<file path="config.mk">
export PLATFORM = sky130hd
export DESIGN_NAME = lru_buffer_pool_replacement
export DESIGN_NICKNAME = d
export VERILOG_FILES = /design/src/rtl/lbp_pkg.sv /design/src/rtl/lbp_cell.sv /design/src/rtl/lru_buffer_pool_replacement.sv
export SDC_FILE = /design/constraint.sdc
export NUM_CORES = 2
export LEC_CHECK = 0
export BUFFER_PORTS_ARGS = -buffer_cell sky130_fd_sc_hd__buf_2
export CAP_MARGIN = 20
export CORE_ASPECT_RATIO = 1.25
export CORE_MARGIN = 1.5
export CORE_UTILIZATION = 35
export CTS_CLUSTER_DIAMETER = 100
export DETAILED_ROUTE_END_ITERATION = 8
export HOLD_SLACK_MARGIN = 0.08
export SLEW_MARGIN = 20
export SYNTH_ARGS = -nofsm -noshare
export SYNTH_HDL_FRONTEND = slang
export SYNTH_SLANG_ARGS = --single-unit
</file>
<file path="constraint.sdc">
create_clock -name clk_i -period 10 [get_ports clk_i]
set_input_delay 2 -clock clk_i [delete_from_list [all_inputs] [get_ports clk_i]]
set_output_delay 2 -clock clk_i [all_outputs]
set_load 0.01 [all_outputs]
</file>
<file path="src/rtl/lbp_pkg.sv">
// package: types, codes and helpers shared by the buffer replacement unit
`default_nettype none

package lbp_pkg;

  localparam int unsigned SLOTS          = 40;
  localparam int unsigned BLOCK_TAG_BITS = 16;
  localparam int unsigned FILE_TAG_BITS  = 3;

  localparam int unsigned SLOT_W  = $clog2(SLOTS);
  localparam int unsigned RANK_W  = $clog2(SLOTS);
  localparam int unsigned COUNT_W = $clog2(SLOTS + 1);

  localparam logic [1:0] MODE_READ  = 2'd0;
  localparam logic [1:0] MODE_WRITE = 2'd1;
  localparam logic [1:0] MODE_CLOSE = 2'd2;
  localparam logic [1:0] MODE_NONE  = 2'd3;

  localparam logic [2:0] KIND_HIT       = 3'd0;
  localparam logic [2:0] KIND_MISS_FREE = 3'd1;
  localparam logic [2:0] KIND_EVICT     = 3'd2;
  localparam logic [2:0] KIND_FLUSHED   = 3'd3;
  localparam logic [2:0] KIND_DONE      = 3'd4;

  typedef struct packed {
    logic [1:0]                mode;
    logic [FILE_TAG_BITS-1:0]  file_id;
    logic [BLOCK_TAG_BITS-1:0] block_number;
  } in_item_t;

  typedef struct packed {
    logic [2:0]                kind;
    logic [SLOT_W-1:0]         slot;
    logic                      writeback;
    logic [FILE_TAG_BITS-1:0]  victim_file;
    logic [BLOCK_TAG_BITS-1:0] victim_block;
    logic                      last;
  } out_item_t;

  typedef enum logic [2:0] {
    CELL_HOLD,
    CELL_TOUCH,
    CELL_FILL,
    CELL_EVICT,
    CELL_FLUSH
  } cell_op_e;

  typedef struct packed {
    cell_op_e                  op;
    logic [RANK_W-1:0]         ref_rank;
    logic [RANK_W-1:0]         new_rank;
    logic [FILE_TAG_BITS-1:0]  file;
    logic [BLOCK_TAG_BITS-1:0] blk;
    logic                      wr;
  } cell_ctl_t;

  typedef struct packed {
    logic [FILE_TAG_BITS-1:0]  file;
    logic [BLOCK_TAG_BITS-1:0] blk;
  } lookup_t;

  typedef struct packed {
    logic                      valid;
    logic                      dirty;
    logic                      hit;
    logic                      fmatch;
    logic                      lru;
    logic [RANK_W-1:0]         rank;
    logic [FILE_TAG_BITS-1:0]  file;
    logic [BLOCK_TAG_BITS-1:0] blk;
  } cell_stat_t;

  function automatic logic [SLOT_W-1:0] first_one(input logic [SLOTS-1:0] vec);
    logic [SLOT_W-1:0] idx;
    idx = '0;
    for (int i = SLOTS - 1; i >= 0; i--) begin
      if (vec[i]) begin
        idx = SLOT_W'(i);
      end
    end
    return idx;
  endfunction

endpackage

`default_nettype wire

</file>
<file path="src/rtl/lbp_cell.sv">
// one buffer slot: tags, dirty bit and recency rank with local compare
`default_nettype none

module lbp_cell
  import lbp_pkg::*;
(
  input  logic       clk_i,
  input  logic       rst_ni,
  input  cell_ctl_t  ctl_i,
  input  logic       sel_i,
  input  lookup_t    look_i,
  output cell_stat_t stat_o
);

  logic                      valid_q, valid_d;
  logic                      dirty_q, dirty_d;
  logic [RANK_W-1:0]         rank_q, rank_d;
  logic [FILE_TAG_BITS-1:0]  file_q, file_d;
  logic [BLOCK_TAG_BITS-1:0] blk_q, blk_d;
  logic                      dec;

  always_comb begin
    valid_d = valid_q;
    dirty_d = dirty_q;
    rank_d  = rank_q;
    file_d  = file_q;
    blk_d   = blk_q;
    dec     = valid_q && (rank_q > ctl_i.ref_rank);
    case (ctl_i.op)
      CELL_TOUCH: begin
        if (sel_i) begin
          rank_d = ctl_i.new_rank;
          if (ctl_i.wr) begin
            dirty_d = 1'b1;
          end
        end else if (dec) begin
          rank_d = rank_q - 1'b1;
        end
      end
      CELL_EVICT: begin
        if (sel_i) begin
          file_d  = ctl_i.file;
          blk_d   = ctl_i.blk;
          dirty_d = ctl_i.wr;
          rank_d  = ctl_i.new_rank;
        end else if (dec) begin
          rank_d = rank_q - 1'b1;
        end
      end
      CELL_FILL: begin
        if (sel_i) begin
          valid_d = 1'b1;
          file_d  = ctl_i.file;
          blk_d   = ctl_i.blk;
          dirty_d = ctl_i.wr;
          rank_d  = ctl_i.new_rank;
        end
      end
      CELL_FLUSH: begin
        if (sel_i) begin
          valid_d = 1'b0;
          dirty_d = 1'b0;
        end else if (dec) begin
          rank_d = rank_q - 1'b1;
        end
      end
      default: begin
      end
    endcase
  end

  always_ff @(posedge clk_i or negedge rst_ni) begin
    if (!rst_ni) begin
      valid_q <= 1'b0;
      dirty_q <= 1'b0;
    end else begin
      valid_q <= valid_d;
      dirty_q <= dirty_d;
    end
  end

  always_ff @(posedge clk_i) begin
    rank_q <= rank_d;
    file_q <= file_d;
    blk_q  <= blk_d;
  end

  assign stat_o.valid  = valid_q;
  assign stat_o.dirty  = dirty_q;
  assign stat_o.hit    = valid_q && (file_q == look_i.file) && (blk_q == look_i.blk);
  assign stat_o.fmatch = valid_q && (file_q == look_i.file);
  assign stat_o.lru    = valid_q && (rank_q == '0);
  assign stat_o.rank   = rank_q;
  assign stat_o.file   = file_q;
  assign stat_o.blk    = blk_q;

endmodule

`default_nettype wire

</file>
<file path="src/rtl/lru_buffer_pool_replacement.sv">
// top level: lru block-buffer tag and replacement unit over a row of slot cells
//
//   channel | signals                            | item
//   in      | in_valid_i / in_ready_o / in_item_i    | access or close request
//   out     | out_valid_o / out_ready_i / out_item_o | hit, miss, flush or done result
//
// a read or write access registers the tag compare in all cells at the accept edge, then
// picks the slot and updates ranks; a close flushes each slot of its file, one flush per
// cycle if the output can take it, then the done result; unused mode gives no result.
// a full output register stalls the unit until taken. no clearing pass after reset.
`default_nettype none

module lru_buffer_pool_replacement
  import lbp_pkg::*;
(
  input  logic      clk_i,
  input  logic      rst_ni,
  input  logic      in_valid_i,
  output logic      in_ready_o,
  input  in_item_t  in_item_i,
  output logic      out_valid_o,
  input  logic      out_ready_i,
  output out_item_t out_item_o
);

  typedef enum logic [1:0] {
    ST_IDLE,
    ST_ACCESS,
    ST_CLOSE
  } state_e;

  state_e                    state_q, state_d;
  logic                      wr_q, wr_d;
  logic [FILE_TAG_BITS-1:0]  file_q, file_d;
  logic [BLOCK_TAG_BITS-1:0] blk_q, blk_d;
  logic [SLOTS-1:0]          hit_q, hit_d;
  logic [SLOTS-1:0]          free_q, free_d;
  logic [SLOTS-1:0]          lru_q, lru_d;
  logic [SLOTS-1:0]          flush_q, flush_d;
  logic [COUNT_W-1:0]        count_q, count_d;
  logic                      out_valid_q, out_valid_d;
  out_item_t                 out_q, out_d;

  cell_ctl_t                 ctl;
  lookup_t                   look;
  cell_stat_t                stat [SLOTS];
  logic [SLOTS-1:0]          sel;
  logic [SLOTS-1:0]          hit_vec, free_vec, lru_vec, fm_vec;
  logic [SLOT_W-1:0]         pick;
  logic                      in_acc;
  logic                      can_emit;

  assign look.file = in_item_i.file_id;
  assign look.blk  = in_item_i.block_number;

  for (genvar g = 0; g < SLOTS; g++) begin : g_cell
    lbp_cell u_cell (
      .clk_i  (clk_i),
      .rst_ni (rst_ni),
      .ctl_i  (ctl),
      .sel_i  (sel[g]),
      .look_i (look),
      .stat_o (stat[g])
    );
    assign hit_vec[g]  = stat[g].hit;
    assign free_vec[g] = !stat[g].valid;
    assign lru_vec[g]  = stat[g].lru;
    assign fm_vec[g]   = stat[g].fmatch;
    assign sel[g]      = (pick == SLOT_W'(g));
  end

  assign in_ready_o  = (state_q == ST_IDLE);
  assign in_acc      = in_valid_i && in_ready_o;
  assign can_emit    = !out_valid_q || out_ready_i;
  assign out_valid_o = out_valid_q;
  assign out_item_o  = out_q;

  always_comb begin
    state_d     = state_q;
    wr_d        = wr_q;
    file_d      = file_q;
    blk_d       = blk_q;
    hit_d       = hit_q;
    free_d      = free_q;
    lru_d       = lru_q;
    flush_d     = flush_q;
    count_d     = count_q;
    out_valid_d = out_valid_q && !out_ready_i;
    out_d       = out_q;
    pick        = '0;
    ctl.op       = CELL_HOLD;
    ctl.ref_rank = '0;
    ctl.new_rank = RANK_W'(count_q - 1'b1);
    ctl.file     = file_q;
    ctl.blk      = blk_q;
    ctl.wr       = wr_q;

    case (state_q)
      ST_IDLE: begin
        if (in_acc) begin
          wr_d    = (in_item_i.mode == MODE_WRITE);
          file_d  = in_item_i.file_id;
          blk_d   = in_item_i.block_number;
          hit_d   = hit_vec;
          free_d  = free_vec;
          lru_d   = lru_vec;
          flush_d = fm_vec;
          case (in_item_i.mode)
            MODE_READ, MODE_WRITE: state_d = ST_ACCESS;
            MODE_CLOSE:            state_d = ST_CLOSE;
            default:               state_d = ST_IDLE;
          endcase
        end
      end
      ST_ACCESS: begin
        if (can_emit) begin
          out_valid_d = 1'b1;
          out_d       = '0;
          out_d.last  = 1'b1;
          state_d     = ST_IDLE;
          if (|hit_q) begin
            pick         = first_one(hit_q);
            ctl.op       = CELL_TOUCH;
            ctl.ref_rank = stat[pick].rank;
            out_d.kind   = KIND_HIT;
            out_d.slot   = pick;
          end else if (|free_q) begin
            pick         = first_one(free_q);
            ctl.op       = CELL_FILL;
            ctl.new_rank = RANK_W'(count_q);
            count_d      = count_q + 1'b1;
            out_d.kind   = KIND_MISS_FREE;
            out_d.slot   = pick;
          end else begin
            pick               = first_one(lru_q);
            ctl.op             = CELL_EVICT;
            ctl.ref_rank       = stat[pick].rank;
            out_d.kind         = KIND_EVICT;
            out_d.slot         = pick;
            out_d.writeback    = stat[pick].dirty;
            out_d.victim_file  = stat[pick].file;
            out_d.victim_block = stat[pick].blk;
          end
        end
      end
      ST_CLOSE: begin
        if (can_emit) begin
          out_valid_d = 1'b1;
          out_d       = '0;
          if (|flush_q) begin
            pick               = first_one(flush_q);
            ctl.op             = CELL_FLUSH;
            ctl.ref_rank       = stat[pick].rank;
            flush_d[pick]      = 1'b0;
            count_d            = count_q - 1'b1;
            out_d.kind         = KIND_FLUSHED;
            out_d.slot         = pick;
            out_d.writeback    = stat[pick].dirty;
            out_d.victim_file  = stat[pick].file;
            out_d.victim_block = stat[pick].blk;
          end else begin
            out_d.kind = KIND_DONE;
            out_d.last = 1'b1;
            state_d    = ST_IDLE;
          end
        end
      end
      default: begin
        state_d = ST_IDLE;
      end
    endcase
  end

  always_ff @(posedge clk_i or negedge rst_ni) begin
    if (!rst_ni) begin
      state_q     <= ST_IDLE;
      wr_q        <= 1'b0;
      file_q      <= '0;
      blk_q       <= '0;
      hit_q       <= '0;
      free_q      <= '0;
      lru_q       <= '0;
      flush_q     <= '0;
      count_q     <= '0;
      out_valid_q <= 1'b0;
      out_q       <= '0;
    end else begin
      state_q     <= state_d;
      wr_q        <= wr_d;
      file_q      <= file_d;
      blk_q       <= blk_d;
      hit_q       <= hit_d;
      free_q      <= free_d;
      lru_q       <= lru_d;
      flush_q     <= flush_d;
      count_q     <= count_d;
      out_valid_q <= out_valid_d;
      out_q       <= out_d;
    end
  end

endmodule

`default_nettype wire

</file>
==> results <==
- The net count of the mapped netlist is 9,560.
- The mean instance size in the synthesized netlist is 9.382 um^2.
- The worst max-slew margin expressed relative to the limit is 0.08475.
- The via count of the first global-routing pass was 77,770.
- The horizontal die dimension is 447.9 um.
- The die covers 0.2504 mm^2.
- The proportion of power drawn by combinational gates is 0.267.
- The cell family contributing the most delay on the critical path is compound AO/OA/AOI/OAI gates.
- The async set-reset flop share out of synthesis is 0.2302.
- For this configuration, the core starts out at a cell density of 0.3512.
- In the layout the commonest cells are 1,613 x sky130_fd_sc_hd__nand2_1, 1,000 x sky130_fd_sc_hd__edfxtp_1, 717 x sky130_fd_sc_hd__xor2_1, 610 x sky130_fd_sc_hd__nand3_1, 500 x sky130_fd_sc_hd__nor2_1.
- Counting both buffers and inverters, the worst setup path holds a total of 3.
- The critical path class is reg2reg.
- The max-slew violation count was 0.
- The number of antenna-violating nets in the routed design is 0.
- The pin count of the biggest net entering global routing is 155.
- The design draws 18.01 mW.
- The total of hold buffers inserted after clock tree synthesis is 0.
- Setup violations remaining at the end of the flow were counted as 0.
- The clock skew is 0.06868 ns.
- The count of buffers added on input and output ports is 56.
- At the worst endpoint, the arrival time is 8.99 ns.
- For this design, the slowest cell found on the critical path is sky130_fd_sc_hd__o21bai_1.
- On the worst path, the slowest cell contributes a delay of 0.99 ns.
- Clock tree synthesis selected as its root buffer the cell sky130_fd_sc_hd__clkbuf_16.
- The HPWL after detailed placement is 324.5 mm.
- In this run the core area contains 204 standard-cell rows.
- For this run, design rule violations remaining after detail routing come to 0.
- The cell repeated most along the worst path is sky130_fd_sc_hd__buf_4.
- The routed design could run at a clock period as short as 8.397 ns.
- The first-pass iteration count of the detailed router is 9.
- Of the total power, registers draw 0.396.
- TritonCTS built the clock tree.
- The global-route wire length before repair is 637.0 mm.
- The kind of start point of the critical path is a flop.
- The met2 track utilization from global routing is 0.5407.
- In the global route stage, met3 resource usage came out at 0.1021.
- Internal power comes to 11.18 mW.
- In this run, CTS created clock tree buffers numbering 154.
- The total overflow reported by the global router is 0.
- The number of flip-flops and latches in the synthesized netlist is 1,299.
- The mapped netlist covers 0.08660 mm^2.
- Once layout is done, the placed cells without fillers occupy 0.09693 mm^2.
- Once placement finished, the instance area stood at 0.09149 mm^2.
- The routed length per placed instance is 37.25 um.
- The clock latency on the worst-skew pair is 0.91 ns.
- The maximum vdd drop is 0.2322 mV.
- The critical path starts at hit_q[35]$_DFFE_PN0P_.
- Setup total negative slack on the finished layout was measured at 0 ns.
- Of the total power, the share spent switching nets is 0.3795.
- The count of flip-flops with a built-in enable after synthesis is 1,000.
- The clock transition at the register clock pins on the worst setup and hold paths after CTS is 0.06 ns.
- The endpoint required time on the critical path is 10.59 ns.
- The depth of the CTS H-tree is 4.
- The number of warning messages in the yosys log is 0.
- The count of pins on the block boundary is 57.
- The part of the power in the clock network is 0.337.
- The tightest min-delay check is of the reg2reg type.
- The proportion of synthesized chip area in sequential cells is 0.4331.
- Power spread over the standard cell area amounts to 185.8 mW/mm^2.
- The signal on the critical path passes through nor2b_1 > o21bai_1 > a31oi_1 > o2111ai_1 > buf_4 > and2_2 > buf_4 > mux2i_1 > mux2i_1 > a22oi_1 > nand3_1 > nor3_1 > o211a_2 > buf_4 > ha_1 > nand3_1 > o21ai_0 > nor2_1 > nor4b_1 > nand2_1 > xnor2_1 > nor2_1 > a21oi_1.
- The register area is 0.03751 mm^2.
- The transition time at the pin with the least slew margin is 1.359 ns.
- Fill cells in the final layout number 24,280.
- The start point of the worst hold path is out_item_o[28]$_DFFE_PN0P_.
- The area growth from synthesis to layout is 11.93%.
- The placer congestion estimate is 1.082.
- The initial detailed-routing violation count is 13,080.
- The final core utilization is 0.3931.
- The final number of hold-violating endpoints is 0.
- Across every metal layer, demand over resource in global routing totals 0.3623.
- The number of buffers added for setup after CTS is 0.
- The most instantiated flip-flop cell in the synthesis netlist is sky130_fd_sc_hd__edfxtp_1.
- The final net count is 9,414.
- Of the cells placed in the final design, the portion with a size suffix greater than 1 is 0.1013.
- The element type at the critical path end is a flop.
- CTS saw 1,299 sinks.
- The number of antenna violations at the first check in global routing is 38.
- The final wirelength is 466.8 mm.
- The largest fanout on the critical path is 35.
- The number of different library cells in the post-synthesis netlist is 101.
- The core footprint is 0.2466 mm^2.
- met2 is the most crowded layer.
- The routed layout has 82,910 vias.
- The flow ran to the end, and the final reports show no timing, DRC or antenna violations.
- The switching power of the nets is 6.836 mW.
- For this run, global-route usage on met1 was measured as 0.4137.
- The die height is 559.1 um.
- Static timing analysis puts the maximum clock frequency at 119.1 MHz.
- In this run the deepest clock path goes through 3 buffers.
- The number of gates resized after CTS was 0.
- The number of violations of the max-capacitance limit is 0.
- The period utilization is 0.8397.
- In this run the static leakage power is 35.55 nW.
- The most common library cell in the layout ignoring fill and taps is sky130_fd_sc_hd__nand2_1.
- The gate count after technology mapping is 9,231.
- The multi-input combinational cells in the finished layout cover a total of 0.04660 mm^2.
- Setup repair after global routing left no endpoint under its margin.
- After detailed routing, the number of vias per cell comes to 6.617.
- In this run the critical register-to-register path is launched from hit_q[35]$_DFFE_PN0P_.
[logic make-up (layout without fill, tap and decap cells)]
logic type	after synthesis	in the layout	synth area share
buffers and inverters	815	800	0.03769
adder cells (fa/ha/maj)	304	304	0.04392
multiplexers	426	426	0.06111
AO/OA/AOI/OAI	1814	1814	0.1375
other	0	18	0
AND/OR/NAND/NOR	3602	3602	0.1884
flip-flops	1299	1299	0.4331
XOR/XNOR	971	971	0.09820
[final cells by class]
class / count / share of cell area
clock buffers: 195 / 0.04187
clock inverters: 92 / 0.01315
inverters: 164 / 0.006351
flip-flops and latches: 1299 / 0.3870
well taps: 3296 / 0.04255
diodes: 18 / 0.0004647
multi-input cells: 7117 / 0.4808
repair buffers: 349 / 0.02782
[worst paths after layout]
path / slack, ns / end / cells past startpoint
worst max-delay path: 1.60 / g_cell[37].u_cell.rank_q[5]$_DFFE_PP_ / 23
worst min-delay path: 0.47 / out_item_o[28]$_DFFE_PN0P_ / 2
worst max register to register: 1.60 / g_cell[37].u_cell.rank_q[5]$_DFFE_PP_ / 23
worst min register to register: 0.47 / out_item_o[28]$_DFFE_PN0P_ / 2
max in group asynchronous: 7.35 / free_q[26]$_DFFE_PN0P_ / 2
min in group asynchronous: 1.09 / lru_q[15]$_DFFE_PN0P_ / 1
[power by group through the flow]
stage / combinational [mW] / sequential (mW) / clock [mW]
floorplan: 2.16 / 7.13 / 0
global placement: 4.49 / 7.20 / 0
detailed placement: 4.57 / 7.21 / 0
CTS: 4.58 / 7.10 / 6.07
global route: 4.84 / 7.14 / 6.29
finish: 4.81 / 7.13 / 6.07
[routing by layer]
metal	wire, um	share of wire
met1	156200	0.33
met2	198900	0.43
met3	54930	0.12
met4	56330	0.12
met5	327	0.00070
[worst register-to-register path: stages, from the launching register on]
cell                        delay [ns]
sky130_fd_sc_hd__dfrtp_1          0.39
sky130_fd_sc_hd__nor2b_1          0.14
sky130_fd_sc_hd__o21bai_1         0.99
sky130_fd_sc_hd__a31oi_1          0.23
sky130_fd_sc_hd__o2111ai_1        0.30
sky130_fd_sc_hd__buf_4            0.36
sky130_fd_sc_hd__and2_2           0.76
sky130_fd_sc_hd__buf_4            0.60
sky130_fd_sc_hd__mux2i_1          0.27
sky130_fd_sc_hd__mux2i_1          0.11
sky130_fd_sc_hd__a22oi_1          0.34
sky130_fd_sc_hd__nand3_1          0.13
sky130_fd_sc_hd__nor3_1           0.56
sky130_fd_sc_hd__o211a_2          0.78
sky130_fd_sc_hd__buf_4            0.41
sky130_fd_sc_hd__ha_1             0.32
sky130_fd_sc_hd__nand3_1          0.11
sky130_fd_sc_hd__o21ai_0          0.09
sky130_fd_sc_hd__nor2_1           0.31
sky130_fd_sc_hd__nor4b_1          0.47
sky130_fd_sc_hd__nand2_1          0.13
sky130_fd_sc_hd__xnor2_1          0.15
sky130_fd_sc_hd__nor2_1           0.11
sky130_fd_sc_hd__a21oi_1          0.05
[Yosys cell counts, drive strengths merged, types with 93 or more instances]
cell	number	share of area
nor3	178	0.011
inv	164	0.0071
mux2i	270	0.031
a21oi	388	0.023
nand2	1623	0.070
nand4	113	0.0082
xor2	721	0.073
clkbuf	372	0.016
nor4	232	0.017
dfrtp	299	0.086
o21ai	455	0.027
xnor2	250	0.025
nor2	557	0.024
edfxtp	1000	0.35
a31oi	115	0.0086
o22ai	143	0.010
a311oi	93	0.0094
nand3	614	0.035
buf	279	0.014
ha	304	0.044
[per-stage QoR]
stage               std cells  setup slack [ns]  hold slack [ns]
floorplan                9231            0.6863           0.4607
global placement        12220             1.362           0.4523
detailed placement      12220             2.112           0.4547
CTS                     12510             2.101           0.4691
global route            12520             1.512           0.4977
finish                  12530             1.603           0.4686
[state kept, by name (all words and copies together) (netlist names)]
signal / cells
g_cell.u_cell.valid_q: 40
wr_q: 1
g_cell.u_cell.rank_q: 240
blk_q: 16
g_cell.u_cell.dirty_q: 40
state_q: 2
g_cell.u_cell.file_q: 120
free_q: 40
lru_q: 40
file_q: 3
flush_q: 40
g_cell.u_cell.blk_q: 640
out_valid_o: 1
hit_q: 40
out_item_o: 30
count_q: 6
(Power assumes the default switching activity.)
